<file path="src/box_nms_hard_or_blend_defines.svh">
// Assertion macros shared by the box NMS RTL.
// Define ASSERT_OFF to compile every check away.
`ifndef BOX_NMS_HARD_OR_BLEND_DEFINES_SVH
`define BOX_NMS_HARD_OR_BLEND_DEFINES_SVH
`ifndef ASSERT_OFF
// Check a property on every rising clock edge outside reset.
`define BNMS_ASSERT(lbl, clk, rst, prop, msg) \
  lbl: assert property (@(posedge clk) disable iff (rst) (prop)) else $error(msg);
// Check that a condition in one cycle implies another in the next cycle.
`define BNMS_ASSERT_NEXT(lbl, clk, rst, ante, cons, msg) \
  lbl: assert property (@(posedge clk) disable iff (rst) (ante) |=> (cons)) else $error(msg);
`else
`define BNMS_ASSERT(lbl, clk, rst, prop, msg)
`define BNMS_ASSERT_NEXT(lbl, clk, rst, ante, cons, msg)
`endif
`endif

</file>
<file path="src/bnms_pkg.sv">
// Shared types, sizes and the exp weight lookup for the box NMS block.
// Used by every module of the block; depends on nothing.
package bnms_pkg;

  localparam int MAX_BOXES      = 64;
  localparam int EXP_TABLE_BITS = 8;
  localparam int EXP_SIZE       = 1 << EXP_TABLE_BITS;
  localparam int PIPE_DEPTH     = 4;
  localparam int RING_LEN       = MAX_BOXES + PIPE_DEPTH;
  localparam int RING_W         = $clog2(RING_LEN);
  localparam int CNT_W          = $clog2(MAX_BOXES + 1);
  localparam int TOT_W          = $clog2(MAX_BOXES) + 16;
  localparam int ACC_W          = TOT_W + 16;
  localparam int NFLD           = 5;
  localparam int FLD_W          = 3;
  localparam int QUOT_W         = 16;

  // Configuration register indexes
  localparam logic [1:0] REG_IOU_LIMIT  = 2'd0;
  localparam logic [1:0] REG_BLEND_MODE = 2'd1;
  localparam logic [15:0] IOU_RESET     = 16'd32768;

  typedef struct packed {
    logic [15:0] y2;
    logic [15:0] x2;
    logic [15:0] y1;
    logic [15:0] x1;
  } box_t;

  typedef struct packed {
    logic        done;
    logic [15:0] score;
    box_t        box;
  } body_t;

  typedef struct packed {
    logic  valid;
    body_t body;
  } item_t;

  typedef struct packed {
    logic load;
    logic rotate;
    logic clear;
  } cell_ctl_t;

  typedef struct packed {
    logic                  take;
    logic                  merged;
    logic [15:0]           w;
    logic [NFLD-1:0][31:0] p;
  } contrib_t;

  typedef enum logic [1:0] {ST_LOAD, ST_SUPP, ST_DIV, ST_EMIT} state_t;

  typedef logic [15:0] exp_lut_t [EXP_SIZE];

  // exp(k / EXP_SIZE) in Q2.14, Taylor series in Q4.28, rounded to nearest
  function automatic exp_lut_t build_exp();
    exp_lut_t    lut;
    logic [63:0] x;
    logic [63:0] term;
    logic [63:0] sum;
    for (int k = 0; k < EXP_SIZE; k++) begin
      x    = (64'(k) << 28) >> EXP_TABLE_BITS;
      term = 64'd1 << 28;
      sum  = 64'd0;
      for (int n = 1; n <= 24; n++) begin
        sum  = sum + term;
        term = ((term * x) >> 28) / 64'(n);
      end
      lut[k] = 16'((sum + (64'd1 << 13)) >> 14);
    end
    return lut;
  endfunction

  localparam exp_lut_t EXP_LUT = build_exp();

endpackage

</file>
<file path="src/bnms_cell.sv">
// One cell of the box ring: holds one ranked box and its done mark (leader or merged).
// Depends on bnms_pkg for the item and control types.
module bnms_cell import bnms_pkg::*; (
  input  logic      clk,
  input  logic      rst,
  input  cell_ctl_t ctl,
  input  item_t     ins,
  input  item_t     up,
  input  logic      up_gt,
  input  item_t     down,
  output item_t     cur,
  output logic      gt
);

  logic  valid;
  logic  valid_next;
  body_t body;
  body_t body_next;
  logic  take_up;
  logic  take_ins;

  // New item outranks this slot when the slot is empty or has a lower score
  assign gt       = !valid || (ins.body.score > body.score);
  assign take_up  = ctl.load && gt && up_gt;
  assign take_ins = ctl.load && gt && !up_gt;

  // Pick the next content: clear, shift down on insert, or rotate toward the head
  always_comb begin
    valid_next = valid;
    body_next  = body;
    if (ctl.clear) begin
      valid_next = 1'b0;
    end else if (ctl.rotate) begin
      valid_next = down.valid;
      body_next  = down.body;
    end else if (take_up) begin
      valid_next = up.valid;
      body_next  = up.body;
    end else if (take_ins) begin
      valid_next = 1'b1;
      body_next  = ins.body;
    end
  end

  always_ff @(posedge clk) begin
    if (rst) begin
      valid <= 1'b0;
    end else begin
      valid <= valid_next;
    end
  end

  always_ff @(posedge clk) begin
    body <= body_next;
  end

  assign cur = '{valid: valid, body: body};

endmodule

</file>
<file path="config.mk">
export PLATFORM = sky130hd
export DESIGN_NAME = bnms_cell
export DESIGN_NICKNAME = d
export VERILOG_FILES = /design/src/box_nms_hard_or_blend_defines.svh /design/src/bnms_pkg.sv /design/src/bnms_cell.sv
export SDC_FILE = /design/constraint.sdc
export NUM_CORES = 1
export LEC_CHECK = 0
export ABC_AREA = 1
export BUFFER_PORTS_ARGS = -buffer_cell sky130_fd_sc_hd__clkbuf_2
export CAP_MARGIN = 20
export CORE_MARGIN = 2
export CORE_UTILIZATION = 35
export CTS_CLUSTER_DIAMETER = 80
export DETAILED_ROUTE_END_ITERATION = 12
export PLACE_DENSITY = 0.79
export SYNTH_ARGS = -nofsm -noshare
export SYNTH_HDL_FRONTEND = slang
export SYNTH_SLANG_ARGS = --single-unit
export TNS_END_PERCENT = 5
</file>
<file path="constraint.sdc">
create_clock -name clk -period 7.8 [get_ports clk]
set_input_delay 1.95 -clock clk [delete_from_list [all_inputs] [get_ports clk]]
set_output_delay 1.95 -clock clk [all_outputs]
set_load 0.02 [all_outputs]
</file>
==> qor.txt <==
========================================================================================
Leading post-synthesis cells by cell area                                   sky130_fd_sc_hd__edfxtp_1 (43%), sky130_fd_sc_hd__nand2_1 (17%), sky130_fd_sc_hd__inv_1 (12%)
CP startpoint kind                                                          primary input
Count of synthesis-stage warnings from yosys                                           0
PortBufs                                                                             333
Total gr overflow                                                                      0
Sequential standard cell area                                               0.002452 mm2
Relative area change from synthesis to final layout                               34.69%
Max Buffers Root-to-Sink                                                               2
Setup TNS after final layout                                                        0 ns
Layout cell share with drive strength beyond 1                                    33.12%
X dimension of the die                                                          131.8 um
Remaining number of nets flagged by the antenna check after routing                    0
Count of unresolved DRC violations after routing                                       0
Number of H-tree levels                                                                3
Post-detailed-routing wire length                                               18.36 mm
Clock tree root buffer cell                                                 sky130_fd_sc_hd__clkbuf_16
Most used flip-flop cell after synthesis                                    sky130_fd_sc_hd__edfxtp_1
Max-slew violation total from the final report                                         0
PD cells                                                                    164.1 mW/mm2
Count of antenna diodes in the layout                                                  0
Worst relative slew slack                                                         35.70%
Vias in the first global route                                                     5,751
# rows                                                                                46
WP data required                                                                 7.99 ns
Element type at the critical path end                                          flip-flop
Die H                                                                           131.8 um
Sequential element share of the synthesized area                                  42.90%
Initial standard-cell utilization of the core                                     35.86%
Setup Crit Path Kind                                                              in2reg
Post-CTS repair timing setup buffer count                                              0
Number of search-and-repair iterations in the first detailed-routing pass              4
Top-area cell type share of the netlist area                                      42.55%
Cell variety after synth                                                              24
Source-to-sink clock delay at the later pin of the worst-skew pair               0.34 ns
Fmax achieved                                                                 0.1963 GHz
Max-cap viol count                                                                     0
Pin count of the biggest net entering global routing                                  84
Largest clock skew in the final design                                       0.009223 ns
Post-route clock period utilization                                               65.31%
Leakage                                                                      0.004600 uW
Net count of the mapped netlist                                                    1,056
Final hold violation count                                                             0
Number of instances in the synthesized netlist                                       788
Run status                                                                  complete, no violations
Clock sink count                                                                      82
Number of fill cells                                                               1,582
# placed instances                                                                 1,293
Final cell area excluding filler cells                                      0.007700 mm2
Post-cts gate resize count                                                             0
Post-Synthesis Cell Area                                                    0.005717 mm2
Class of the tightest hold or removal check                                      reg2reg
Peak fanout along the critical path                                                   83
Async SR Flop Fraction                                                                0%
Post-DP HPWL                                                                    12.84 mm
Last weighted congestion value of the routability-driven placer                   0.9266
CTS tree                                                                           built
Number of synthesized register bits                                                   82
Arr. time, crit path                                                             5.28 ns
Count of pins on the block boundary                                                  335
Actual slew at the worst max-slew pin                                          0.9644 ns
Avg WL per Cell                                                                 14.03 um
Mean Syn Cell Area                                                             7.255 um2
Vias after detailed routing                                                        6,119
CTS buffer count                                                                       9
Global routing usage summed across all routing layers                             20.89%
Mean number of vias per cell                                                       4.675
Total Power                                                                      1264 uW
Placement Cell Area                                                         0.007412 mm2
Post-layout net count                                                              1,356
Antenna violations before repair                                                       0
Shortest clock period the worst path allows after layout                        5.094 ns
Final non-filler cell total                                                        1,309
Setup repair after global routing missed its margin                                   no
Iteration-0 DRC count of the detailed router                                         387
Global-route wire length before repair                                          29.18 mm
Footprint of the multi-input gates                                          0.002250 mm2
Biggest area consumer among synthesized cells                               sky130_fd_sc_hd__edfxtp_1
Number of setup violations in the final report                                         0
Core box area                                                                0.01594 mm2
CTS Hold Buffers Added                                                                 0
Clock transition at the registers of the reported paths                          0.06 ns
Overall die area                                                             0.01737 mm2
VDD IR max                                                                      90.71 uV
Number of flops mapped to enable cells by yosys                                       81
========================================================================================
[sequential cells by signal (all words and copies together), names as in the netlist]
signal / flops
valid: 1
cur: 81
[Yosys cell counts, types with 2 or more instances]
master                     count
sky130_fd_sc_hd__a21oi_1       6
sky130_fd_sc_hd__buf_6        16
sky130_fd_sc_hd__clkbuf_1     35
sky130_fd_sc_hd__edfxtp_1     81
sky130_fd_sc_hd__ha_1         16
sky130_fd_sc_hd__inv_1       185
sky130_fd_sc_hd__nand2_1     264
sky130_fd_sc_hd__nand3_1      83
sky130_fd_sc_hd__nand4_1      82
sky130_fd_sc_hd__nor2_1        5
sky130_fd_sc_hd__nor3_1        2
[layout by cell type, fill, tap and decap left out, drive strengths merged, types with 2 or more instances in the layout]
master and count:
a21oi 6, buf 13, clkbuf 341, clkinv 4
edfxtp 81, ha 16, inv 185, nand2 265
nand3 84, nand4 82, nor2 6, nor3 2
o21ai 2
[where the power goes]
part / internal [uW] / switching (uW)
logic: 116 / 188
clock network: 247 / 175
registers: 527 / 10.3
[per-layer routing]
metal  vias up  track usage (%)  part of all wire [%]
met3        31            4.498                   8.0
met2       305            37.52                    50
met4         0            6.643                   2.3
met1      2684            24.91                    40
li1       3099                -                     -
met5         -                0                     0
[through the flow]
step           setup WS, ns  hold WS [ns]  utilization [%]
6_report              2.706        0.7437            48.30
5_1_grt               2.425        0.8910            48.30
4_1_cts               2.729        0.7538            48.30
3_5_place_dp          2.403        0.7377            46.49
3_3_place_gp          2.423        0.7509            46.49
2_1_floorplan        0.2284        0.6756                -
[final cells by class]
class | instances | share of cell area (%)
clock buffers | 11 | 3.022
well taps | 216 | 3.510
clock inverters | 5 | 0.7150
inverters | 186 | 9.067
flip-flops and latches | 82 | 31.85
multi-input cells | 466 | 29.22
repair buffers | 343 | 22.62
[critical path, stage by stage]
cell and delay (ns):
sky130_fd_sc_hd__clkbuf_2 0.09, sky130_fd_sc_hd__ha_1 0.30, sky130_fd_sc_hd__nand2_1 0.08, sky130_fd_sc_hd__nor2_2 0.13
sky130_fd_sc_hd__nand4_1 0.09, sky130_fd_sc_hd__clkinv_1 0.07, sky130_fd_sc_hd__nand2_1 0.05, sky130_fd_sc_hd__nand2_1 0.05
sky130_fd_sc_hd__nand2_1 0.07, sky130_fd_sc_hd__nand2_2 0.07, sky130_fd_sc_hd__buf_4 0.68, sky130_fd_sc_hd__nand3_4 0.66
sky130_fd_sc_hd__buf_4 0.49, sky130_fd_sc_hd__nand2_1 0.16, sky130_fd_sc_hd__nand3_1 0.08, sky130_fd_sc_hd__nand2_1 0.14
[kinds of logic after synthesis]
| group | share of synthesized area [%] |
|---|---|
| AND/OR/NAND/NOR | 34.82 |
| buffers and inverters | 17.95 |
| flip-flops | 42.90 |
| adder cells (fa/ha/maj) | 3.502 |
| AO/OA/AOI/OAI | 0.8316 |
[worst paths after layout]
check / endpoint / depth (start not counted) / slack (ns) / from
min: valid / 4 / 0.74 / valid
min reg2reg: valid / 4 / 0.74 / valid
max reg2reg: cur[61] / 16 / 4.02 / cur[79]
max: cur[61] / 16 / 2.71 / ins[79]
Note: power is estimated with default switching activity, not from simulation.
