### config.mk
export PLATFORM = sky130hd
export DESIGN_NAME = bnms_div
export DESIGN_NICKNAME = d
export VERILOG_FILES = /design/src/box_nms_hard_or_blend_defines.svh /design/src/bnms_pkg.sv /design/src/bnms_div.sv
export SDC_FILE = /design/constraint.sdc
export NUM_CORES = 1
export LEC_CHECK = 0
export BUFFER_PORTS_ARGS = -buffer_cell sky130_fd_sc_hd__buf_4
export CAP_MARGIN = 20
export CORE_MARGIN = 4
export CORE_UTILIZATION = 53
export CTS_CLUSTER_SIZE = 16
export DETAILED_ROUTE_END_ITERATION = 10
export PLACE_DENSITY_LB_ADDON = 0.12
export SYNTH_ARGS = -nofsm -noshare
export SYNTH_HDL_FRONTEND = slang
export SYNTH_SLANG_ARGS = --single-unit
### constraint.sdc
create_clock -name clk -period 4.67 [get_ports clk]
set_input_delay 0.2335 -clock clk [delete_from_list [all_inputs] [get_ports clk]]
set_output_delay 0.2335 -clock clk [all_outputs]
set_load 0.1 [all_outputs]
### src/box_nms_hard_or_blend_defines.svh
// Assertion macros shared by the box NMS RTL.
// Define ASSERT_OFF to compile every check away.
`ifndef BOX_NMS_HARD_OR_BLEND_DEFINES_SVH
`define BOX_NMS_HARD_OR_BLEND_DEFINES_SVH
`ifndef ASSERT_OFF
// Check a property on every rising clock edge outside reset.
`define BNMS_ASSERT(lbl, clk, rst, prop, msg) \
  lbl: assert property (@(posedge clk) disable iff (rst) (prop)) else $error(msg);
// Check that a condition in one cycle implies another in the next cycle.
`define BNMS_ASSERT_NEXT(lbl, clk, rst, ante, cons, msg) \
  lbl: assert property (@(posedge clk) disable iff (rst) (ante) |=> (cons)) else $error(msg);
`else
`define BNMS_ASSERT(lbl, clk, rst, prop, msg)
`define BNMS_ASSERT_NEXT(lbl, clk, rst, ante, cons, msg)
`endif
`endif

### src/bnms_pkg.sv
// Shared types, sizes and the exp weight lookup for the box NMS block.
// Used by every module of the block; depends on nothing.
package bnms_pkg;

  localparam int MAX_BOXES      = 64;
  localparam int EXP_TABLE_BITS = 8;
  localparam int EXP_SIZE       = 1 << EXP_TABLE_BITS;
  localparam int PIPE_DEPTH     = 4;
  localparam int RING_LEN       = MAX_BOXES + PIPE_DEPTH;
  localparam int RING_W         = $clog2(RING_LEN);
  localparam int CNT_W          = $clog2(MAX_BOXES + 1);
  localparam int TOT_W          = $clog2(MAX_BOXES) + 16;
  localparam int ACC_W          = TOT_W + 16;
  localparam int NFLD           = 5;
  localparam int FLD_W          = 3;
  localparam int QUOT_W         = 16;

  // Configuration register indexes
  localparam logic [1:0] REG_IOU_LIMIT  = 2'd0;
  localparam logic [1:0] REG_BLEND_MODE = 2'd1;
  localparam logic [15:0] IOU_RESET     = 16'd32768;

  typedef struct packed {
    logic [15:0] y2;
    logic [15:0] x2;
    logic [15:0] y1;
    logic [15:0] x1;
  } box_t;

  typedef struct packed {
    logic        done;
    logic [15:0] score;
    box_t        box;
  } body_t;

  typedef struct packed {
    logic  valid;
    body_t body;
  } item_t;

  typedef struct packed {
    logic load;
    logic rotate;
    logic clear;
  } cell_ctl_t;

  typedef struct packed {
    logic                  take;
    logic                  merged;
    logic [15:0]           w;
    logic [NFLD-1:0][31:0] p;
  } contrib_t;

  typedef enum logic [1:0] {ST_LOAD, ST_SUPP, ST_DIV, ST_EMIT} state_t;

  typedef logic [15:0] exp_lut_t [EXP_SIZE];

  // exp(k / EXP_SIZE) in Q2.14, Taylor series in Q4.28, rounded to nearest
  function automatic exp_lut_t build_exp();
    exp_lut_t    lut;
    logic [63:0] x;
    logic [63:0] term;
    logic [63:0] sum;
    for (int k = 0; k < EXP_SIZE; k++) begin
      x    = (64'(k) << 28) >> EXP_TABLE_BITS;
      term = 64'd1 << 28;
      sum  = 64'd0;
      for (int n = 1; n <= 24; n++) begin
        sum  = sum + term;
        term = ((term * x) >> 28) / 64'(n);
      end
      lut[k] = 16'((sum + (64'd1 << 13)) >> 14);
    end
    return lut;
  endfunction

  localparam exp_lut_t EXP_LUT = build_exp();

endpackage

### src/bnms_div.sv
// Restoring divider for the blended averages, one quotient bit per cycle.
// Depends on bnms_pkg for the accumulator and weight-sum widths.
module bnms_div import bnms_pkg::*; (
  input  logic              clk,
  input  logic              rst,
  input  logic              start,
  input  logic [ACC_W-1:0]  dividend,
  input  logic [TOT_W-1:0]  divisor,
  output logic              done,
  output logic [QUOT_W-1:0] quot
);

  localparam int DW    = TOT_W + QUOT_W - 1;
  localparam int STEPW = $clog2(QUOT_W);

  logic             busy;
  logic [STEPW-1:0] step;
  logic [ACC_W-1:0] rem;
  logic [DW-1:0]    dsh;
  logic             fits;

  assign fits = rem >= ACC_W'(dsh);

  // Control: run one step per cycle and pulse done after the last bit
  always_ff @(posedge clk) begin
    if (rst) begin
      busy <= 1'b0;
      done <= 1'b0;
      step <= '0;
    end else begin
      done <= 1'b0;
      if (start) begin
        busy <= 1'b1;
        step <= STEPW'(QUOT_W - 1);
      end else if (busy) begin
        step <= step - STEPW'(1);
        if (step == '0) begin
          busy <= 1'b0;
          done <= 1'b1;
        end
      end
    end
  end

  // Datapath: subtract the shifted divisor where it fits
  always_ff @(posedge clk) begin
    if (start) begin
      rem  <= dividend;
      dsh  <= DW'(divisor) << (QUOT_W - 1);
      quot <= '0;
    end else if (busy) begin
      if (fits) begin
        rem <= rem - ACC_W'(dsh);
      end
      quot <= {quot[QUOT_W-2:0], fits};
      dsh  <= dsh >> 1;
    end
  end

endmodule
==> impl_metrics.sql, run 1 <==
INSERT INTO impl_metrics (metric_group, metric, value, unit) VALUES
('die', 'core', '0.01142', 'mm^2'),
('finish', 'share_of_cells_above_drive_strength_1', '0.1486', ''),
('yosys', 'average_cell_area_after_synthesis', '8.837', 'um^2'),
('power', 'p_leak', '0.002933', 'uW'),
('setup_path', 'arrival', '3.57', 'ns'),
('timing', 'fin_setup_tns', '0', 'ns'),
('setup_path', 'worst-setup-path-type', 'register to register', ''),
('yosys', 'synthesis.area', '0.006195', 'mm^2'),
('power', 'peakVddDrop', '0.0002350', 'V'),
('power', 'switching_share', '0.4080', ''),
('outcome', 'status', 'finished, final reports clean', ''),
('placement', 'gpl.final_weighted_congestion', '0.8940', ''),
('die', 'start_util', '0.5425', ''),
('yosys', 'synth-edff-count', '60', ''),
('placement', 'place.detailed.hpwl', '11340', 'um'),
('global_routing', 'grt-busiest-layer', 'met2', ''),
('setup_path', 'worstPathMaxFanout', '20', ''),
('timing', 'worst-slew-pin-transition', '1.047', 'ns'),
('yosys', 'ys_async_sr_fraction', '0', ''),
('setup_path', 'r2r_end', 'rem[33]', ''),
('setup_path', 'critical_path.endpoint_type', 'register', ''),
('clocking', 'ctsHtreeMaxLevel', '3', ''),
('clocking', 'cts_tree', 'done', ''),
('timing', 'timing.slew.headroom', '0.3014', ''),
('routing', 'drtIter0Drc', '423', ''),
('die', 'die_w', '116.1', 'um'),
('power', 'power_frac_clock', '0.187', ''),
('finish', 'finalInstanceArea', '0.007168', 'mm^2'),
('hold_path', 'min_path_type', 'input pin to register', ''),
('power', 'power.total', '3820', 'uW'),
('global_routing', 'globalRouteMet2Util', '0.3863', ''),
('timing', 'min_period_over_period', '0.7602', ''),
('timing', 'skew', '0.009578', 'ns'),
('hold_path', 'whs_endpoint', 'step[0]', ''),
('finish', 'register_area', '0.002544', 'mm^2'),
('placement', 'placedInstanceArea', '0.006889', 'mm^2'),
('timing', 'final.min_clock_period', '3.550', 'ns'),
('power', 'seq_power_share', '0.314', ''),
('setup_path', 'r2r-start', 'rem[0]', ''),
('yosys', 'yosysWarnings', '0', ''),
('routing', 'detail_route.vias_per_cell', '5.786', ''),
('finish', 'final_design_utilization', '0.6278', ''),
('global_routing', 'grtUsageTotal', '0.2335', ''),
('routing', 'detail_route.first_pass.iterations', '5', ''),
('global_routing', 'first_pass_grt_wire_length', '24830', 'um'),
('setup_path', 'critPathRequiredTime', '4.69', 'ns'),
('routing', 'routed-via-count', '5265', ''),
('timing', 'number_of_pins_with_negative_max_slew_slack_in_the_final_report', '0', ''),
('clocking', 'clkTransAtPathRegs', '0.07', 'ns'),
('clocking', 'clock-root-buffer', 'sky130_fd_sc_hd__clkbuf_16', ''),
('global_routing', 'pin_count_of_the_biggest_net_entering_global_routing', '95', ''),
('finish', 'num-fill-cells', '1027', ''),
('clocking', 'clock_buffer_depth', '2', ''),
('global_routing', 'grt_pass1_vias', '5103', ''),
('clocking', 'cts_hold_repair.buffers', '0', ''),
('power', 'p_sw', '1559', 'uW'),
('yosys', 'syn_nets', '803', ''),
('setup_path', 'cp-start-kind', 'register', ''),
('yosys', 'synthesis.instances', '701', ''),
('global_routing', 'gr-usage-met1', '0.3175', ''),
('clocking', 'post_cts.repair.setup_buffers', '0', ''),
('power', 'internal_power', '2261', 'uW'),
('yosys', 'synth_cell_types', '65', ''),
('global_routing', 'globalRouteMet3Util', '0.03109', ''),
('die', 'ios', '80', ''),
('yosys', 'post_synthesis_sequential_area_ratio', '0.4104', ''),
('clocking', 'cts_made_buffers', '9', ''),
('global_routing', 'grt-ovfl-total', '0', ''),
('finish', 'nets', '864', ''),
('power', 'power_per_standard_cell_area', '532.9', 'mW/mm^2'),
('die', 'row_count', '39', '');
-- cell families (layout without fill, tap and decap cells) --
group	after synthesis	count (layout)	synth area share
simple gates	228	228	0.1674
compound gates	189	189	0.1917
flops	97	97	0.4104
buf+inv	82	148	0.05029
fa+ha+maj	39	39	0.07998
xor+xnor	34	34	0.04807
mux	32	32	0.05211
-- area by class of cell --
type / count / share of cell area
Timing Repair Buffer: 83 / 0.08693
Inverter: 49 / 0.02566
Tap cell: 143 / 0.02496
Clock buffer: 10 / 0.03194
Sequential cell: 97 / 0.3549
Multi-Input combinational cell: 522 / 0.4687
Clock inverter: 6 / 0.006982
-- per-stage QoR --
stage	std cells	worst slack, ns	hold slack, ns
floorplan	701	0.6474	0.3026
global placement	894	1.200	0.4389
detailed placement	894	1.111	0.4405
CTS	910	1.101	0.06542
global route	910	0.9220	0.08390
finish	910	1.120	0.08118
-- metal layers --
| layer | share of wire | vias up |
|---|---|---|
| met5 | 0 | - |
| met4 | 0.017 | 0 |
| met3 | 0.046 | 19 |
| met2 | 0.48 | 141 |
| met1 | 0.46 | 2477 |
| li1 | - | 2628 |
-- critical path, cell delays in order (launching register included) --
cell	delay, ns
sky130_fd_sc_hd__edfxtp_1	0.32
sky130_fd_sc_hd__inv_1	0.04
sky130_fd_sc_hd__ha_1	0.21
sky130_fd_sc_hd__fa_1	0.40
sky130_fd_sc_hd__and2b_1	0.26
sky130_fd_sc_hd__o211ai_4	0.09
sky130_fd_sc_hd__a211o_1	0.33
sky130_fd_sc_hd__a21o_1	0.23
sky130_fd_sc_hd__o211a_1	0.29
sky130_fd_sc_hd__o31ai_4	0.22
sky130_fd_sc_hd__nand4_1	0.20
sky130_fd_sc_hd__a41oi_4	0.26
sky130_fd_sc_hd__buf_4	0.34
-- power by group through the flow --
stage	clock network, uW	logic (uW)	registers (uW)
after global placement	0	1850	1210
after floorplan	0	1410	1210
after detailed placement	0	1870	1220
after CTS	733	1880	1200
final	716	1900	1200
after global routing	769	2100	1220
-- registers in the layout, indices dropped and copies added, names as in the netlist --
register  count
rem          38
dsh          37
quot         16
step          4
busy          1
done          1
-- how the worst max path moves through the flow --
stage	from	endpoint
after CTS	rem[0]	rem[29]
after global routing	rem[0]	rem[29]
after floorplan	rem[0]	rem[0]
after global placement	rem[0]	rem[35]
after detailed placement	rem[0]	rem[21]
final	rem[0]	rem[33]
-- cell usage after synthesis, drive strengths merged, types with 5 or more instances --
cell,n,area [um^2]
ha,38,475.5
xor2,13,113.9
nand4,9,56.30
o21a,5,37.54
nand2,102,382.9
clkbuf,23,86.33
nand3,5,25.02
dfxtp,37,740.7
buf,10,41.29
nand2b,6,37.54
o21ai,76,384.1
nor2b,11,68.82
a21oi,45,229.0
a22o,6,52.55
inv,48,180.2
a31oi,5,31.28
nor2,61,231.5
nor3,9,45.04
edfxtp,60,1802
xnor2,21,183.9
o21bai,5,37.54
a21o,14,106.4
mux2i,30,300.3
-- placed cells by master (no fill, tap or decap), types with 2 or more instances in the layout --
cell type,instances
sky130_fd_sc_hd__a211o_1,3
sky130_fd_sc_hd__nand4_1,9
sky130_fd_sc_hd__xnor2_1,21
sky130_fd_sc_hd__nor3_1,9
sky130_fd_sc_hd__nor4_1,4
sky130_fd_sc_hd__o21bai_1,5
sky130_fd_sc_hd__mux2_2,2
sky130_fd_sc_hd__a31oi_1,5
sky130_fd_sc_hd__ha_1,38
sky130_fd_sc_hd__nand2b_1,6
sky130_fd_sc_hd__a21oi_1,44
sky130_fd_sc_hd__a2111oi_0,4
sky130_fd_sc_hd__a221oi_1,4
sky130_fd_sc_hd__clkbuf_16,9
sky130_fd_sc_hd__buf_4,83
sky130_fd_sc_hd__inv_1,48
sky130_fd_sc_hd__o41ai_1,2
sky130_fd_sc_hd__mux2i_1,30
sky130_fd_sc_hd__o21ai_0,74
sky130_fd_sc_hd__a22o_1,6
sky130_fd_sc_hd__nor3b_1,2
sky130_fd_sc_hd__edfxtp_1,60
sky130_fd_sc_hd__nand3_1,5
sky130_fd_sc_hd__a21o_1,13
sky130_fd_sc_hd__nor2_1,60
sky130_fd_sc_hd__and3_1,4
sky130_fd_sc_hd__nor2b_1,11
sky130_fd_sc_hd__o211ai_1,2
sky130_fd_sc_hd__and2_1,2
sky130_fd_sc_hd__a211oi_1,4
sky130_fd_sc_hd__dfxtp_1,36
sky130_fd_sc_hd__xor2_1,13
sky130_fd_sc_hd__inv_8,2
sky130_fd_sc_hd__nor4b_1,4
sky130_fd_sc_hd__clkinv_2,2
sky130_fd_sc_hd__nand2_1,102
sky130_fd_sc_hd__o21a_1,5
No activity file was read; power rests on OpenSTA's default activity.
==> run 2: changes to the inputs <==
ABC_AREA = 1   (was default)
CORE_UTILIZATION = 55   (was 53)
clock period = 3.6 ns   (was 4.67 ns; I/O delays follow)
==> run 2 against run 1 <==
Compared with the run above:
- core utilization grew 3.1 points
- via count is 13% higher
- hold slack got worse by 0.071 ns
- register-to-register slack worse by 0.12 ns
- largest cell class unchanged
- worst setup slack got worse by 0.12 ns
==> impl_metrics.sql, run 2 <==
INSERT INTO impl_metrics (metric_group, metric, value, unit) VALUES
('clocking', 'cts_tree', 'done', ''),
('die', 'die_area', '0.01373', 'mm^2'),
('finish', 'nets', '1126', ''),
('global_routing', 'antenna_found_initial', '0', ''),
('power', 'p_leak', '0.003787', 'uW'),
('clocking', 'clock-root-buffer', 'sky130_fd_sc_hd__clkbuf_16', ''),
('setup_path', 'path_common_cell', 'sky130_fd_sc_hd__nand2_1', ''),
('routing', 'routed_wirelength', '16590', 'um'),
('timing', 'number_of_pins_with_negative_max_slew_slack_in_the_final_report', '0', ''),
('job', 'max_cap_viol_count', '0', ''),
('routing', 'post_drt_wl_per_cell', '14.15', 'um'),
('global_routing', 'grt-ovfl-total', '0', ''),
('yosys', 'ys_async_sr_fraction', '0', ''),
('die', 'die_w', '117.2', 'um'),
('yosys', 'syn_nets', '1048', ''),
('finish', 'largest_reg_flops', '38', ''),
('yosys', 'synth.largest_area_cell', 'sky130_fd_sc_hd__edfxtp_1', ''),
('clocking', 'ctsHtreeMaxLevel', '3', ''),
('finish', 'finalInstanceArea', '0.007619', 'mm^2'),
('placement', 'place.detailed.hpwl', '12920', 'um'),
('setup_path', 'worstPathBufferInverterCount', '3', ''),
('timing', 'final_hold_viol_count', '0', ''),
('power', 'peakVddDrop', '0.0003728', 'V'),
('clocking', 'clkTransAtPathRegs', '0.08', 'ns'),
('power', 'power_per_standard_cell_area', '543.7', 'mW/mm^2'),
('die', 'row_count', '39', ''),
('clocking', 'ctsResizeCount', '0', ''),
('setup_path', 'worst-setup-path-type', 'register to register', ''),
('setup_path', 'worstPathMaxFanout', '21', ''),
('timing', 'timing.slew.headroom', '0.6523', ''),
('clocking', 'clock_buffer_depth', '2', ''),
('yosys', 'synthFlopType', 'sky130_fd_sc_hd__edfxtp_1', ''),
('timing', 'worst-slew-pin-transition', '0.5215', 'ns'),
('finish', 'mostFrequentLayoutCell', 'sky130_fd_sc_hd__nand2_1', ''),
('power', 'power_frac_clock', '0.241', ''),
('routing', 'routed-via-count', '5962', ''),
('yosys', 'synth_cell_types', '32', ''),
('setup_path', 'r2r-start', 'rem[0]', ''),
('power', 'seq_power_share', '0.338', ''),
('yosys', 'cell_with_the_most_instances_after_synthesis', 'sky130_fd_sc_hd__nand2_1', ''),
('yosys', 'synthesis.area', '0.006558', 'mm^2'),
('yosys', 'post_synthesis_sequential_area_ratio', '0.3877', ''),
('yosys', 'ys_top_cells_by_count', 'sky130_fd_sc_hd__nand2_1 (321), sky130_fd_sc_hd__inv_1 (176), sky130_fd_sc_hd__nor2_1 (62)', ''),
('power', 'power.combinational.fraction', '0.421', ''),
('placement', 'gpl.final_weighted_congestion', '0.9312', ''),
('yosys', 'synth-edff-count', '60', ''),
('yosys', 'synth_area_leaders', 'sky130_fd_sc_hd__edfxtp_1 (27%), sky130_fd_sc_hd__nand2_1 (18%), sky130_fd_sc_hd__dfxtp_1 (11%)', ''),
('setup_path', 'arrival', '2.62', 'ns'),
('routing', 'detail-route-antenna-nets', '0', ''),
('setup_path', 'cpPeakStageDelay', '0.36', 'ns'),
('timing', 'min_period_over_period', '0.7212', ''),
('finish', 'registers.top_by_ff_count', 'rem', ''),
('setup_path', 'worstPathCellList', 'inv_1 > ha_1 > fa_1 > inv_1 > nand3_1 > nand3_2 > nand2_1 > nand2_1 > nand3_1 > nand3_1 > nand3_1 > nand2_1 > nand2_1 > nand2_1 > buf_4', ''),
('finish', 'final_cell_mix', 'sky130_fd_sc_hd__nand2_1 (321), sky130_fd_sc_hd__inv_1 (175), sky130_fd_sc_hd__buf_4 (85), sky130_fd_sc_hd__nor2_1 (62), sky130_fd_sc_hd__edfxtp_1 (60)', ''),
('placement', 'place.port_buffers', '79', ''),
('finish', 'antenna_cells', '0', ''),
('yosys', 'average_cell_area_after_synthesis', '6.932', 'um^2'),
('routing', 'detail_route.first_pass.iterations', '6', ''),
('die', 'fp.dieH', '117.2', 'um'),
('global_routing', 'first_pass_grt_wire_length', '26870', 'um'),
('finish', 'share_of_cells_above_drive_strength_1', '0.1224', ''),
('finish', 'reg.largest.list', 'rem (38), dsh (37), quot (16)', ''),
('timing', 'skew', '0.01229', 'ns'),
('yosys', 'synth-seq-cells', '97', ''),
('timing', 'final.min_clock_period', '2.596', 'ns'),
('die', 'start_util', '0.5670', ''),
('clocking', 'post_cts.repair.setup_buffers', '0', ''),
('setup_path', 'critPathRequiredTime', '3.63', 'ns'),
('timing', 'rsz0062_at_grt', 'false', ''),
('timing', 'fin_setup_tns', '0', 'ns'),
('clocking', 'insertion_delay', '0.36', 'ns'),
('global_routing', 'grt_pass1_vias', '5616', ''),
('outcome', 'status', 'finished, final reports clean', ''),
('die', 'ios', '80', ''),
('routing', 'remaining_drc_errors', '0', ''),
('timing', 'setup_viol', '0', ''),
('global_routing', 'pin_count_of_the_biggest_net_entering_global_routing', '51', ''),
('yosys', 'yosysWarnings', '0', ''),
('power', 'p_sw', '1640', 'uW'),
('yosys', 'netlist.area_leader.share', '0.2748', ''),
('setup_path', 'critical_path.endpoint_type', 'register', ''),
('global_routing', 'grtUsageTotal', '0.2523', ''),
('hold_path', 'min_path_type', 'input pin to register', ''),
('routing', 'drtIter0Drc', '394', ''),
('power', 'switching_share', '0.3960', ''),
('setup_path', 'worst_path_max_delay_cell', 'sky130_fd_sc_hd__fa_1', ''),
('routing', 'detail_route.vias_per_cell', '5.087', ''),
('die', 'core', '0.01156', 'mm^2'),
('clocking', 'cts_made_buffers', '9', ''),
('setup_path', 'cp-start-kind', 'register', ''),
('yosys', 'synthesis.instances', '946', ''),
('finish', 'flow.area_growth_from_synthesis', '16.18', '%'),
('setup_path', 'cpLargestDelayFamily', 'simple AND/OR/NAND/NOR gates', ''),
('timing', 'fmax', '385.2', 'MHz'),
('hold_path', 'min_from', 'rst', ''),
('placement', 'placedInstanceArea', '0.007308', 'mm^2'),
('clocking', 'tritoncts_num_sinks', '97', ''),
('finish', 'num-fill-cells', '1108', ''),
('power', 'internal_power', '2502', 'uW'),
('setup_path', 'cp-startpoint', 'rem[0]', ''),
('clocking', 'cts_hold_repair.buffers', '0', '');
## run 2: stage by stage
| step | hold slack (ns) | std cells | worst slack (ns) | total power (uW) | util |
|---|---|---|---|---|---|
| 3_5_place_dp | 0.3909 | 1156 | 1.019 | 3145 | 0.6319 |
| 3_3_place_gp | 0.3811 | 1156 | 1.102 | 3129 | 0.6319 |
| 2_1_floorplan | 0.2494 | 946 | 0.7114 | 2700 | - |
| 4_1_cts | 0.002215 | 1172 | 0.9989 | 4140 | 0.6588 |
| 5_1_grt | 0.009837 | 1172 | 0.7088 | 4448 | 0.6588 |
| 6_report | 0.009829 | 1172 | 1.004 | 4142 | 0.6588 |
## run 2: power groups by stage
stage	sequential, uW	clock, uW	combinational (uW)
after global routing	1410	1060	1970
after CTS	1400	1010	1730
after floorplan	1430	0	1270
final	1400	999	1740
after detailed placement	1420	0	1720
after global placement	1420	0	1710
## run 2: worst reg2reg max path, delay by kind of cell, from the launching register on
kind	cells	cell delay (ns)
AND/OR/NAND/NOR	10	0.86
adder cells (fa/ha/maj)	2	0.58
buffers and inverters	3	0.49
flip-flops	1	0.32
## run 2: kinds of logic (layout without fill, tap and decap cells)
kind of cell             Yosys count  count (layout)  share of synthesized area
AND/OR/NAND/NOR                  475             475                     0.3015
buffers and inverters            195             278                     0.1139
XOR/XNOR                          12              12                    0.01603
flip-flops                        97              97                     0.3877
AO/OA/AOI/OAI                    128             128                     0.1053
adder cells (fa/ha/maj)           39              39                    0.07556
## run 2: layout make-up
class	count	area, um^2	share of cell area
Clock buffer	11	254.0	0.03334
Clock inverter	5	56.30	0.007390
Inverter	176	660.6	0.08671
Multi-Input combinational cell	654	3268	0.4290
Sequential cell	97	2542	0.3337
Tap cell	143	178.9	0.02349
Timing Repair Buffer	86	658.1	0.08639
## run 2: final timing paths
path / slack, ns / cells past startpoint / to
hold reg to reg: 0.48 / 2 / dsh[0]
setup reg to reg: 1.00 / 15 / rem[29]
setup / recovery: 1.00 / 15 / rem[29]
hold / removal: 0.01 / 2 / step[1]
## run 2: routing by layer
layer | routed length [um] | up-vias | GRT usage | part of all wire
li1 | - | 3164 | - | -
met3 | 764 | 14 | 0.03650 | 0.046
met1 | 8437 | 2655 | 0.3738 | 0.51
met4 | 233 | 0 | 0.07263 | 0.014
met2 | 7151 | 129 | 0.3842 | 0.43
met5 | 0 | - | 0 | 0
==> run 3: changes to the inputs <==
CORE_UTILIZATION = 54   (was 55)
clock period = 2.17 ns   (was 3.6 ns; I/O delays follow)
==> run 3 against run 2 <==
Compared with the run above:
- the flow now finishes with violations (setup timing)
- cell area grew 22%
- maximum frequency grew 15%
- hold slack improved by 0.0032 ns
- core utilization increased by 14 points
- sequential share of layout area is 6.0 points lower
- register-to-register slack worse by 1.1 ns
- largest cell class unchanged
- highest routed layer unchanged
==> impl_metrics.sql, run 3 (synthesized netlist as in run 2, its figures left out) <==
INSERT INTO impl_metrics (metric_group, metric, value, unit) VALUES
('outcome', 'status', 'complete, but fails checks', ''),
('outcome', 'failing_checks', 'setup timing', ''),
('die', 'start_util', '0.5623', ''),
('routing', 'post_drt_wl_per_cell', '15.53', 'um'),
('power', 'p_leak', '0.004390', 'uW'),
('power', 'power_per_standard_cell_area', '912.1', 'mW/mm^2'),
('global_routing', 'grt_pass1_vias', '6379', ''),
('placement', 'place.port_buffers', '79', ''),
('clocking', 'cts_made_buffers', '9', ''),
('timing', 'timing.slew.headroom', '0.4097', ''),
('routing', 'drtIter0Drc', '485', ''),
('timing', 'setup_viol', '41', ''),
('setup_path', 'cp-start-kind', 'register', ''),
('timing', 'final_hold_viol_count', '0', ''),
('finish', 'final_cell_mix', 'sky130_fd_sc_hd__nand2_1 (281), sky130_fd_sc_hd__buf_4 (179), sky130_fd_sc_hd__inv_1 (161), sky130_fd_sc_hd__edfxtp_1 (60), sky130_fd_sc_hd__o21ai_0 (47)', ''),
('die', 'core', '0.01166', 'mm^2'),
('die', 'die_area', '0.01397', 'mm^2'),
('finish', 'final_design_utilization', '0.7956', ''),
('finish', 'nets', '1229', ''),
('routing', 'routed-via-count', '6820', ''),
('clocking', 'insertion_delay', '0.36', 'ns'),
('timing', 'hold_ws', '0.01301', 'ns'),
('timing', 'worst-slew-pin-transition', '0.8842', 'ns'),
('timing', 'skew', '0.01124', 'ns'),
('global_routing', 'grt-ovfl-total', '0', ''),
('global_routing', 'pin_count_of_the_biggest_net_entering_global_routing', '52', ''),
('clocking', 'cts_tree', 'done', ''),
('routing', 'routed_wirelength', '19810', 'um'),
('routing', 'met3RoutedLength', '1464', 'um'),
('routing', 'wl_met1', '8853', 'um'),
('placement', 'place.detailed.hpwl', '13110', 'um'),
('setup_path', 'reg2regPathDepth', '10', ''),
('timing', 'rsz0062_at_grt', 'true', ''),
('clocking', 'clock-root-buffer', 'sky130_fd_sc_hd__clkbuf_16', ''),
('clocking', 'tritoncts_num_sinks', '97', ''),
('timing', 'final.min_clock_period', '2.250', 'ns'),
('setup_path', 'critical_path.endpoint_type', 'register', ''),
('die', 'ios', '80', ''),
('hold_path', 'min_path_type', 'input pin to register', ''),
('finish', 'registers.top_by_ff_count', 'rem', ''),
('routing', 'route.top_layer_used', 'met4', ''),
('placement', 'gpl.final_weighted_congestion', '0.9221', ''),
('die', 'fp.dieH', '118.2', 'um'),
('global_routing', 'grtUsageTotal', '0.2652', ''),
('routing', 'detailroute.wirelength.met2', '9085', 'um'),
('timing', 'fmax', '444.5', 'MHz'),
('power', 'peakVddDrop', '0.0005315', 'V'),
('finish', 'antenna_cells', '0', ''),
('routing', 'remaining_drc_errors', '0', ''),
('die', 'die_w', '118.2', 'um'),
('setup_path', 'worstPathMaxFanout', '8', ''),
('clocking', 'ctsHtreeMaxLevel', '3', ''),
('timing', 'min_period_over_period', '1.037', ''),
('die', 'row_count', '39', ''),
('finish', 'share_of_cells_above_drive_strength_1', '0.3251', ''),
('finish', 'flow.area_growth_from_synthesis', '41.50', '%'),
('setup_path', 'worst-setup-path-type', 'register to register', ''),
('routing', 'detail_route.vias_per_cell', '5.349', ''),
('global_routing', 'antenna_found_initial', '0', ''),
('routing', 'detail_route.first_pass.iterations', '8', ''),
('job', 'max_cap_viol_count', '0', ''),
('setup_path', 'critPathRequiredTime', '2.23', 'ns'),
('finish', 'largest_reg_flops', '38', ''),
('setup_path', 'arrival', '2.31', 'ns'),
('routing', 'detail-route-antenna-nets', '0', ''),
('clocking', 'clock_buffer_depth', '2', ''),
('hold_path', 'worstHoldPathCells', '3', ''),
('clocking', 'clkTransAtPathRegs', '0.07', 'ns'),
('timing', 'number_of_pins_with_negative_max_slew_slack_in_the_final_report', '0', ''),
('timing', 'finalWorstSetupSlack', '-0.07969', 'ns'),
('finish', 'mostFrequentLayoutCell', 'sky130_fd_sc_hd__nand2_1', ''),
('global_routing', 'first_pass_grt_wire_length', '30380', 'um'),
('finish', 'reg.largest.list', 'rem (38), dsh (37), quot (16)', '');
-- run 3: repair_timing --
item / in CTS / in global routing
endpoints found under the hold margin: 3 / 0
gates resized for setup: 66 / 112
cloned: 7 / 0
hold buffers: 1 / 0
pin swaps: 29 / 38
setup buffers: 6 / 6
setup endpoints to repair: 45 / 63
-- run 3: path summary, 6_finish.rpt --
| check | start | to | slack [ns] |
|---|---|---|---|
| setup / recovery | rem[20] | rem[29] | -0.08 |
| hold / removal | divisor[21] | dsh[36] | 0.01 |
| setup reg to reg | rem[20] | rem[29] | -0.08 |
| hold reg to reg | quot[15] | quot[15] | 0.49 |
-- run 3: cell type report --
| type | instances | area (um^2) |
|---|---|---|
| Tap cell | 143 | 178.9 |
| Sequential cell | 97 | 2542 |
| Clock buffer | 10 | 229.0 |
| Inverter | 176 | 660.6 |
| Timing Repair Buffer | 182 | 1376 |
| Fill cell | 795 | 2384 |
| Clock inverter | 6 | 48.80 |
| Multi-Input combinational cell | 661 | 4243 |
-- run 3: worst max-delay path: stages, from the launching register on --
cell	delay (ns)
sky130_fd_sc_hd__edfxtp_1	0.42
sky130_fd_sc_hd__ha_4	0.31
sky130_fd_sc_hd__nand2_4	0.08
sky130_fd_sc_hd__nor2_4	0.13
sky130_fd_sc_hd__inv_1	0.09
sky130_fd_sc_hd__nor3_4	0.19
sky130_fd_sc_hd__nor3b_2	0.21
sky130_fd_sc_hd__nor2_2	0.07
sky130_fd_sc_hd__nand2_4	0.09
sky130_fd_sc_hd__nand2_8	0.18
sky130_fd_sc_hd__nand2_8	0.18
-- run 3: layer usage --
metal / vias to the layer above / track usage
li1: 3382 / -
met3: 42 / 0.05492
met1: 3125 / 0.3768
met2: 271 / 0.4159
met5: - / 0
met4: 0 / 0.06520
-- run 3: metrics by stage --
stage | std cells | worst slack [ns] | total power [uW] | TNS [ns] | instance area (um^2)
2_1_floorplan | 946 | 0.02265 | 4489 | 0 | 6584
6_report | 1275 | -0.07969 | 8464 | -2.426 | 9279
3_5_place_dp | 1239 | -0.1555 | 5755 | -5.912 | 7945
5_1_grt | 1275 | -0.1993 | 8955 | -7.271 | 9279
3_3_place_gp | 1239 | -0.1159 | 5701 | -4.407 | 7945
4_1_cts | 1269 | -0.04949 | 7742 | -1.512 | 8742
-- run 3: where the power goes --
part	switching [uW]	total (uW)	internal, uW
clock	766	1560	798
sequential	130	2390	2260
combinational	2550	4510	1960
total	3450	8460	5020
